[config.mk]
export PLATFORM = sky130hd
export DESIGN_NAME = evm_compare_bitwise_alu
export DESIGN_NICKNAME = d
export VERILOG_FILES = /design/src/rtl/core/evmcba_pkg.sv /design/src/rtl/core/evm_compare_bitwise_alu.sv
export SDC_FILE = /design/constraint.sdc
export NUM_CORES = 2
export LEC_CHECK = 0
export BUFFER_PORTS_ARGS = -buffer_cell sky130_fd_sc_hd__buf_2
export CAP_MARGIN = 20
export CORE_UTILIZATION = 40
export CTS_CLUSTER_DIAMETER = 60
export DETAILED_ROUTE_END_ITERATION = 6
export PLACE_DENSITY_LB_ADDON = 0.12
export SKIP_CTS_REPAIR_TIMING = 1
export SYNTH_ARGS = -nofsm -noshare
export SYNTH_HDL_FRONTEND = slang
export SYNTH_SLANG_ARGS = --single-unit
[constraint.sdc]
create_clock -name clk -period 53.7 [get_ports clk]
set_input_delay 2.685 -clock clk [delete_from_list [all_inputs] [get_ports clk]]
set_output_delay 2.685 -clock clk [all_outputs]
set_load 0.01 [all_outputs]
[src/rtl/core/evmcba_pkg.sv]
package evmcba_pkg;

    localparam int unsigned WORD_W = 256;
    localparam int unsigned LIMB_W = 64;
    localparam int unsigned LIMBS  = 4;

    // Operation codes, the opcode minus 0x10. Code 15 has no meaning.
    typedef enum logic [3:0] {
        OP_LT        = 4'd0,
        OP_GT        = 4'd1,
        OP_SLT       = 4'd2,
        OP_SGT       = 4'd3,
        OP_EQ        = 4'd4,
        OP_ZERO_TEST = 4'd5,
        OP_AND       = 4'd6,
        OP_OR        = 4'd7,
        OP_XOR       = 4'd8,
        OP_NOT       = 4'd9,
        OP_BYTE      = 4'd10,
        OP_SHL       = 4'd11,
        OP_SHR       = 4'd12,
        OP_SAR       = 4'd13,
        OP_CLZ       = 4'd14
    } op_t;

    // Revision levels of the instruction set.
    localparam logic [1:0] REV_BASE  = 2'd0;
    localparam logic [1:0] REV_SHIFT = 2'd1;
    localparam logic [1:0] REV_CLZ   = 2'd2;

    // Leading zero count of one limb; 64 when the limb is zero.
    function automatic logic [6:0] lzc64(input logic [LIMB_W-1:0] x);
        logic [6:0] n;
        n = 7'd64;
        for (int i = 0; i < LIMB_W; i++) begin
            if (x[i]) begin
                n = 7'(LIMB_W - 1 - i);
            end
        end
        return n;
    endfunction

    // Bit reversal of a full word, so a left shift can use the right shifter.
    function automatic logic [WORD_W-1:0] rev256(input logic [WORD_W-1:0] x);
        logic [WORD_W-1:0] r;
        for (int i = 0; i < WORD_W; i++) begin
            r[i] = x[WORD_W-1-i];
        end
        return r;
    endfunction

endpackage

[src/rtl/core/evm_compare_bitwise_alu.sv]
// 256-bit execute unit for the EVM comparison, bitwise, shift and CLZ opcodes.
// The slave stream (s_tvalid/s_tready) carries one operation per beat: the
// operation code in s_tuser and both 256-bit operands in s_tdata. The master
// stream (m_tvalid/m_tready) returns one beat per operation: the 256-bit result
// in m_tdata and a status flag in m_tuser that is set, with a zero result, for
// an opcode that the current revision does not enable or an undefined code.
// The cfg channel writes the revision level; cfg_ready is always high and a
// write should only be made while no operation is in flight.
// Each beat passes through three register stages: operand decode and limb
// compares, then compare combining, byte select and the coarse 64-bit shift,
// then the fine bit shift and the output register. Throughput is one beat per
// cycle. When the receiver stalls, each stage holds its beat; a stage that is
// empty still fills, so bubbles close up before s_tready drops. Reset empties
// the pipeline and sets the revision level to 2, which enables every op.
module evm_compare_bitwise_alu (
    input  logic         clk,
    input  logic         rst_n,
    // cfg_data: revision_level[1:0]
    input  logic         cfg_valid,
    output logic         cfg_ready,
    input  logic [1:0]   cfg_data,
    // s_tdata: top_w0, top_w1, top_w2, top_w3, second_w0, second_w1, second_w2,
    // second_w3 (64 bits each, from the lowest bit up)
    input  logic         s_tvalid,
    output logic         s_tready,
    input  logic [511:0] s_tdata,
    // s_tuser: action[3:0]
    input  logic [3:0]   s_tuser,
    // m_tdata: result_w0, result_w1, result_w2, result_w3 (64 bits each)
    output logic         m_tvalid,
    input  logic         m_tready,
    output logic [255:0] m_tdata,
    // m_tuser: status[0]
    output logic [0:0]   m_tuser
);
    import evmcba_pkg::*;

    // Revision register.
    logic [1:0] rev_reg;

    // Pipeline valid bits and stage enables.
    logic v1_reg, v2_reg, v3_reg;
    logic en1, en2, en3;

    // Stage 1 payload.
    op_t               op1_reg;
    logic              bad1_reg;
    logic [WORD_W-1:0] a1_reg, b1_reg;
    logic [LIMBS-1:0]  lt1_reg, gt1_reg, eq1_reg, az1_reg;
    logic [6:0]        lzc1_reg [LIMBS];
    logic [8:0]        amt1_reg;
    logic              bok1_reg;

    // Stage 2 payload.
    logic              bad2_reg;
    logic              shift2_reg;
    logic              shl2_reg;
    logic              fill2_reg;
    logic [5:0]        fine2_reg;
    logic [WORD_W-1:0] res2_reg;
    logic [WORD_W-1:0] coarse2_reg;

    // Stage 3 (output) payload.
    logic [WORD_W-1:0] res3_reg;
    logic              st3_reg;

    // Stage 1 combinational.
    op_t               op_in;
    logic [WORD_W-1:0] a_in, b_in;
    logic              bad_in;
    logic [LIMBS-1:0]  lt_in, gt_in, eq_in, az_in;
    logic [8:0]        amt_in;

    // Stage 2 combinational.
    logic              ult_ab, ult_ba, slt_ab, sgt_ab, cmp_bit;
    logic [8:0]        clz_val;
    logic [4:0]        byte_pos;
    logic [7:0]        byte_val;
    logic              is_shift1, is_shl1, fill_in2;
    logic [WORD_W-1:0] shsrc, res2_next, coarse2_next;
    logic [2*WORD_W-1:0] wide2;

    // Stage 3 combinational.
    logic [WORD_W+LIMB_W-1:0] wide3;
    logic [WORD_W-1:0]        fine3, res3_next;

    assign cfg_ready = 1'b1;

    always_ff @(posedge clk or negedge rst_n)
    begin
        if (!rst_n)
        begin
            rev_reg <= REV_CLZ;
        end
        else if (cfg_valid)
        begin
            rev_reg <= cfg_data;
        end
    end

    // Handshake: a stage loads when it is empty or its beat moves on.
    assign en3      = !v3_reg || m_tready;
    assign en2      = !v2_reg || en3;
    assign en1      = !v1_reg || en2;
    assign s_tready = en1;

    always_ff @(posedge clk or negedge rst_n)
    begin
        if (!rst_n)
        begin
            v1_reg <= 1'b0;
            v2_reg <= 1'b0;
            v3_reg <= 1'b0;
        end
        else
        begin
            if (en1)
            begin
                v1_reg <= s_tvalid;
            end
            if (en2)
            begin
                v2_reg <= v1_reg;
            end
            if (en3)
            begin
                v3_reg <= v2_reg;
            end
        end
    end

    // ---------------- Stage 1: decode, limb compares, CLZ per limb ----------
    assign op_in = op_t'(s_tuser);
    assign a_in  = s_tdata[WORD_W-1:0];
    assign b_in  = s_tdata[2*WORD_W-1:WORD_W];

    always_comb
    begin
        unique case (s_tuser) inside
            OP_SHL, OP_SHR, OP_SAR: bad_in = (rev_reg == REV_BASE);
            OP_CLZ:                 bad_in = (rev_reg < REV_CLZ);
            OP_LT, OP_GT, OP_SLT, OP_SGT, OP_EQ, OP_ZERO_TEST,
            OP_AND, OP_OR, OP_XOR, OP_NOT, OP_BYTE: bad_in = 1'b0;
            default:                bad_in = 1'b1;
        endcase
    end

    always_comb
    begin
        for (int i = 0; i < LIMBS; i++)
        begin
            lt_in[i] = a_in[i*LIMB_W +: LIMB_W] < b_in[i*LIMB_W +: LIMB_W];
            gt_in[i] = a_in[i*LIMB_W +: LIMB_W] > b_in[i*LIMB_W +: LIMB_W];
            eq_in[i] = a_in[i*LIMB_W +: LIMB_W] == b_in[i*LIMB_W +: LIMB_W];
            az_in[i] = a_in[i*LIMB_W +: LIMB_W] == '0;
        end
    end

    // Shift amounts of 256 and above clamp to 256.
    assign amt_in = (a_in[WORD_W-1:8] != '0) ? 9'd256 : {1'b0, a_in[7:0]};

    always_ff @(posedge clk)
    begin
        if (en1)
        begin
            op1_reg  <= op_in;
            bad1_reg <= bad_in;
            a1_reg   <= a_in;
            b1_reg   <= b_in;
            lt1_reg  <= lt_in;
            gt1_reg  <= gt_in;
            eq1_reg  <= eq_in;
            az1_reg  <= az_in;
            amt1_reg <= amt_in;
            bok1_reg <= (a_in[WORD_W-1:5] == '0);
            for (int i = 0; i < LIMBS; i++)
            begin
                lzc1_reg[i] <= lzc64(a_in[i*LIMB_W +: LIMB_W]);
            end
        end
    end

    // ---------------- Stage 2: combine compares, byte, coarse shift ---------
    assign ult_ab = lt1_reg[3] | (eq1_reg[3] & (lt1_reg[2] | (eq1_reg[2] &
                    (lt1_reg[1] | (eq1_reg[1] & lt1_reg[0])))));
    assign ult_ba = gt1_reg[3] | (eq1_reg[3] & (gt1_reg[2] | (eq1_reg[2] &
                    (gt1_reg[1] | (eq1_reg[1] & gt1_reg[0])))));
    assign slt_ab = (a1_reg[WORD_W-1] != b1_reg[WORD_W-1]) ? a1_reg[WORD_W-1] : ult_ab;
    assign sgt_ab = (a1_reg[WORD_W-1] != b1_reg[WORD_W-1]) ? b1_reg[WORD_W-1] : ult_ba;

    always_comb
    begin
        if (!az1_reg[3])
        begin
            clz_val = {2'b00, lzc1_reg[3]};
        end
        else if (!az1_reg[2])
        begin
            clz_val = 9'd64 + {2'b00, lzc1_reg[2]};
        end
        else if (!az1_reg[1])
        begin
            clz_val = 9'd128 + {2'b00, lzc1_reg[1]};
        end
        else
        begin
            clz_val = 9'd192 + {2'b00, lzc1_reg[0]};
        end
    end

    // Byte 0 is the most significant byte.
    assign byte_pos = ~a1_reg[4:0];
    assign byte_val = b1_reg[{byte_pos, 3'b000} +: 8];

    always_comb
    begin
        case (op1_reg)
            OP_LT:   cmp_bit = ult_ab;
            OP_GT:   cmp_bit = ult_ba;
            OP_SLT:  cmp_bit = slt_ab;
            OP_SGT:  cmp_bit = sgt_ab;
            OP_EQ:   cmp_bit = &eq1_reg;
            default: cmp_bit = &az1_reg;
        endcase
    end

    always_comb
    begin
        case (op1_reg) inside
            OP_LT, OP_GT, OP_SLT, OP_SGT, OP_EQ, OP_ZERO_TEST:
                res2_next = {{(WORD_W-1){1'b0}}, cmp_bit};
            OP_AND:  res2_next = a1_reg & b1_reg;
            OP_OR:   res2_next = a1_reg | b1_reg;
            OP_XOR:  res2_next = a1_reg ^ b1_reg;
            OP_NOT:  res2_next = ~a1_reg;
            OP_BYTE: res2_next = bok1_reg ? {{(WORD_W-8){1'b0}}, byte_val} : '0;
            OP_CLZ:  res2_next = {{(WORD_W-9){1'b0}}, clz_val};
            default: res2_next = '0;
        endcase
    end

    // Left shifts run through the right shifter on the bit-reversed value.
    assign is_shl1   = (op1_reg == OP_SHL);
    assign is_shift1 = (op1_reg == OP_SHL) || (op1_reg == OP_SHR) || (op1_reg == OP_SAR);
    assign fill_in2  = (op1_reg == OP_SAR) && b1_reg[WORD_W-1];
    assign shsrc     = is_shl1 ? rev256(b1_reg) : b1_reg;
    assign wide2     = {{WORD_W{fill_in2}}, shsrc};
    assign coarse2_next = amt1_reg[8] ? {WORD_W{fill_in2}}
                                      : wide2[{1'b0, amt1_reg[7:6], 6'd0} +: WORD_W];

    always_ff @(posedge clk)
    begin
        if (en2)
        begin
            bad2_reg    <= bad1_reg;
            shift2_reg  <= is_shift1;
            shl2_reg    <= is_shl1;
            fill2_reg   <= fill_in2;
            fine2_reg   <= amt1_reg[8] ? 6'd0 : amt1_reg[5:0];
            res2_reg    <= res2_next;
            coarse2_reg <= coarse2_next;
        end
    end

    // ---------------- Stage 3: fine shift and output register ---------------
    assign wide3 = {{LIMB_W{fill2_reg}}, coarse2_reg};
    assign fine3 = wide3[{3'b000, fine2_reg} +: WORD_W];

    always_comb
    begin
        if (bad2_reg)
        begin
            res3_next = '0;
        end
        else if (shift2_reg)
        begin
            res3_next = shl2_reg ? rev256(fine3) : fine3;
        end
        else
        begin
            res3_next = res2_reg;
        end
    end

    always_ff @(posedge clk)
    begin
        if (en3)
        begin
            res3_reg <= res3_next;
            st3_reg  <= bad2_reg;
        end
    end

    assign m_tvalid = v3_reg;
    assign m_tdata  = res3_reg;
    assign m_tuser  = st3_reg;

endmodule
==> Yosys cells after proc, flatten, opt, wreduce, memory -nomap -nowiden <==
Memories as Yosys holds them, arrays and structs flattened.
Index checks and enable logic that the tools add are counted.
{ "word_totals": {"register_bits": 1327, "ramBits": 28, "input_bits": 523, "output_inout_bits": 260, "wordCells": 396, "n_memories": 1} }
{ "classes": {"add_sub_neg": 3, "n_lt_le_gt_ge": 9, "n_eq_ne": 33, "n_shift": 3, "n_mux": 282, "bitwise": 17, "reduce_logical": 23} }
{ "memory_table": {"columns": ["name", "words", "width", "read_ports", "rd_clocked_by_memory_dff", "write_ports", "line_no", "source"], "rows": [
  ["lzc1_reg", 4, 7, 4, 0, 4, "evm_compare_bitwise_alu.sv:50", "logic [6:0] lzc1_reg [LIMBS];"]
]} }
{ "op_table": {"columns": ["op", "n"], "rows": [
  ["256-bit two-way mux", 8],
  ["7-bit two-way mux", 260],
  ["512-bit by 9-bit variable part select with 256-bit output", 1],
  ["320-bit by 7-bit variable part select with 256-bit output", 1],
  ["256-bit AND", 1],
  ["64-bit == test", 4],
  ["64-bit greater-than comparator", 4],
  ["64-bit logical NOT", 4],
  ["64-bit < comparator", 4],
  ["256-bit NOT", 1],
  ["256-bit bitwise OR", 1],
  ["256-bit by 9-bit variable part select with 8-bit output", 1],
  ["256-bit XOR", 1],
  ["251-bit logical NOT", 1],
  ["248-bit nonzero test", 1],
  ["4-bit == test (second input constant)", 14],
  ["9-bit two-way mux", 6],
  ["4-bit by 3-bit == test with 1-bit output (second input constant)", 8],
  ["8-bit by 7-bit adder with 9-bit output (first input constant)", 2],
  ["4-bit by 2-bit == test with 1-bit output (second input constant)", 4],
  ["11-bit OR reduction", 1],
  ["7-bit by 7-bit adder with 8-bit output (first input constant)", 1],
  ["4-bit by 1-bit == test with 1-bit output (second input constant)", 2],
  ["4-bit logical NOT", 2],
  ["other kinds (16)", 37]
]} }

==> Longest topological paths before layout <==
{ "depth": {"word_depth": 65, "mapped_depth": 12, "mapped_depth_nobuf": 9} }

==> Worst setup path after synthesis <==
Ideal clock, no wire load.
{ "synth_path": {"kind": "input-to-reg", "from": "input port m_tready", "to": "register a1_reg[0], enable pin", "setup_time_ns": 6.681, "arrival_ns": 18.282, "required_time_ns": 47.019, "setup_slack_ns": 28.737, "path_stages": 1, "path_buffers": 0, "cell_sequence": "nand4b_1"} }
{ "synth_via": {"elab_chain_len": 3} }
{ "synth_rtl": {"columns": ["item", "line_no", "source"], "rows": [
  ["start, declared", "evm_compare_bitwise_alu.sv:31", "input logic m_tready,"],
  ["1-bit logical OR", "evm_compare_bitwise_alu.sv:102", "assign en3 = !v3_reg || m_tready;"],
  ["1-bit logical OR", "evm_compare_bitwise_alu.sv:103", "assign en2 = !v2_reg || en3;"],
  ["1-bit logical OR", "evm_compare_bitwise_alu.sv:104", "assign en1 = !v1_reg || en2;"],
  ["end signal, assigned", "evm_compare_bitwise_alu.sv:168", "a1_reg <= a_in;"],
  ["end, declared", "evm_compare_bitwise_alu.sv:48", "logic [WORD_W-1:0] a1_reg, b1_reg;"]
]} }
No other way between the ends.
A chain may end at the register's enable or synchronous reset.

==> Worst setup path in the final report <==
{ "layout_path": {"from": "input port m_tready", "to": "register a1_reg[104], enable pin"} }
The elaborated chain is that of the path after synthesis.

==> run metrics <==
placed insts=approximately 13000; gr ovfl total=0; wire length per cell=between 40 and 50 um; Detailed Place HPWL=around 430000 um; Worst Hold Class=flop to flop; slack of the critical path=about 46 ns; Final Max Tran Viols=0; Flop pwr share=0.389; vias in the first global route=76600; Max Clock Skew=roughly 0.043 ns; Post-synth ARST share=0.00369; max cap viols=0; CTS Buffer Depth=3; Worst R2R Start=fine2_reg[2]; clk_lat worst skew=slightly below 0.9 ns; clk sinks=around 1400; Root Buffer=clkbuf_16; TNS Setup=0 ns; count of state elements after synthesis=~1400; Seq/Total Area, Yosys=0.415; worst path cell trace=buf_2, nand4b_1, buf_4, buf_4, buf_4, buf_12, buf_4, buf_4; GRT Total Usage=0.420; total power=3.77 mW; Core Area=about 240000 um2; CTS tree=built; Gate power share=0.303; P_leak=~46 nW; syn_area_per_cell=approximately 11 um2; final instance area=around 110000 um2; Slew Limit Headroom=0.0660; Fin. Hold Viols=0; Clock transition at path regs=0.06 ns; most frequent cells in the layout=edfxtp_1 (1350), inv_1 (849), buf_2 (782); critical path class=input port to flop; commonest non-fill, non-tap cell in the layout=edfxtp_1; R2R depth=10; floorplan row count=around 180; drt initial violations=about 15000; worst slew pin tran=~1.4 ns; final cell count without fillers=12900; fin crit share=0.143; pin count of the biggest net entering global routing=roughly 170; Post-synth EDFFs=1350; Via-to-Cell Ratio=between 6 and 7; Die ar.=247000 um2; Clk pwr share=0.308; Worst EP required=54.19 ns; ys flop type=edfxtp_1; uppermost layer routed=met5; iteration count of the initial detailed-routing pass=6; outcome=finished, final reports clean; # nets final=between 10000 and 15000; hold path depth=1; hold endpoint=v2_reg; CTS Buf Count=165; # H-tree levels=4; switch share=0.374; via count=approximately 86000; Placer Congestion=around 1.0; Tmin final=7.70 ns; Area Growth Syn to Fin=13.2%; IO buf count=~800; IO Pins=a little under 800; Syn Nets=~10000; YS warnings=0; Starting Density=0.402; most used cell, CP=buf_4; Post-Route Utilization=0.456; width of the die=slightly below 500 um; pre-CTS setup slack=~45 ns; VDD IR-drop max=between 0.03 and 0.04 mV; Unique masters post-synth=82; switching power=1.41 mW; min-delay src=v1_reg; first-pass GRT wire length=approximately 700000 um; antenna viol nets, final=0; initial antenna violation count=approximately 110; Die Span Y=497 um; RSZ-0062 raised after global routing=false; DR WL met2=around 210000 um; Max FO, Critical Path=155; Worst Path Arrival=8.19 ns; Setup-failing EPs final=0; Critical Path Max Stage Delay=a little under 0.9 ns; Mapped Area=between 90000 and 100000 um2; CP startpoint kind=input port; hold slack=roughly 0.46 ns; fraction of layout cells with a size suffix above 1=0.218; CP max stage cell=buf_4; # DRC=0; Worst Setup SP=m_tready; Pint=roughly 2.4 mW; FMAX=130 MHz; cells after synthesis=9015; placed cell areas=roughly 100000 um2; Cell Pwr Density=between 30 and 40 nW/um2; drt total wl=about 530000 um; r2r endpoint=m_tdata[196]; wire length on met3=between 60000 and 70000 um; Reg2Reg Setup Slack=47.36 ns; crit path capture type=flop; M1 wire length=~230000 um
power by group through the flow:
| stage | clock [mW] | combinational, mW | sequential, mW |
|---|---|---|---|
| 2_1_floorplan | 0 | 0.570 | 1.47 |
| 3_3_place_gp | 0 | 1.08 | 1.47 |
| 3_5_place_dp | 0 | 1.09 | 1.48 |
| 6_report | 1.16 | 1.14 | 1.47 |
| 5_1_grt | 1.21 | 1.17 | 1.47 |
| 4_1_cts | 1.17 | 1.09 | 1.46 |
Yosys cell counts (227+ instances only):
cell type	n	area (um2)
a21oi_1	634	3170
a22oi_1	373	2800
clkbuf_1	473	1780
edfxtp_1	1350	40500
ha_1	768	9610
inv_1	852	3200
mux2_2	323	3640
mux2i_1	385	3850
mux4_2	482	10900
nand2_1	751	2820
nor2_1	508	1910
nor3_1	227	1140
o211ai_1	269	2020
o21ai_0	424	2120
cell families (layout without fill, tap and decap cells):
| kind of cell | after synthesis | in the layout | share of synthesized area |
|---|---|---|---|
| other | 1 | 62 | 0.0000383 |
| flip-flops | 1355 | 1355 | 0.415 |
| multiplexers | 1192 | 1192 | 0.188 |
| AND/OR/NAND/NOR | 1928 | 1928 | 0.0884 |
| AO/OA/AOI/OAI | 2272 | 2272 | 0.150 |
| adder cells (fa/ha/maj) | 768 | 768 | 0.0982 |
| buffers and inverters | 1499 | 2158 | 0.0605 |
how the worst max path moves through the flow:
stage	endpoint	slack (ns)
3_3_place_gp	a1_reg[104]	45.38
4_1_cts	a1_reg[110]	46.21
5_1_grt	a1_reg[110]	45.75
3_5_place_dp	a1_reg[104]	45.29
2_1_floorplan	a1_reg[0]	28.74
6_report	a1_reg[104]	46.00
final cells by class:
type	instances	area (um2)
inverters	856	3230
fillers	22800	132000
clock buffers	197	4290
repair buffers	1008	5810
flip-flops and latches	1355	40700
well taps	3202	4010
clock inverters	97	1240
diodes	61	153
multi-input cells	6161	51400
worst max-delay path: cells and delay by family:
kind	cells	cell delay, ns
buf+inv	7	4.82
simple gates	1	0.13
metal layers:
layer	vias up	global-route usage
li1	35300	-
met1	43700	0.604
met2	6266	0.560
met3	826	0.143
met4	46	0.191
met5	-	0
Note: power is estimated with default switching activity, not from simulation.
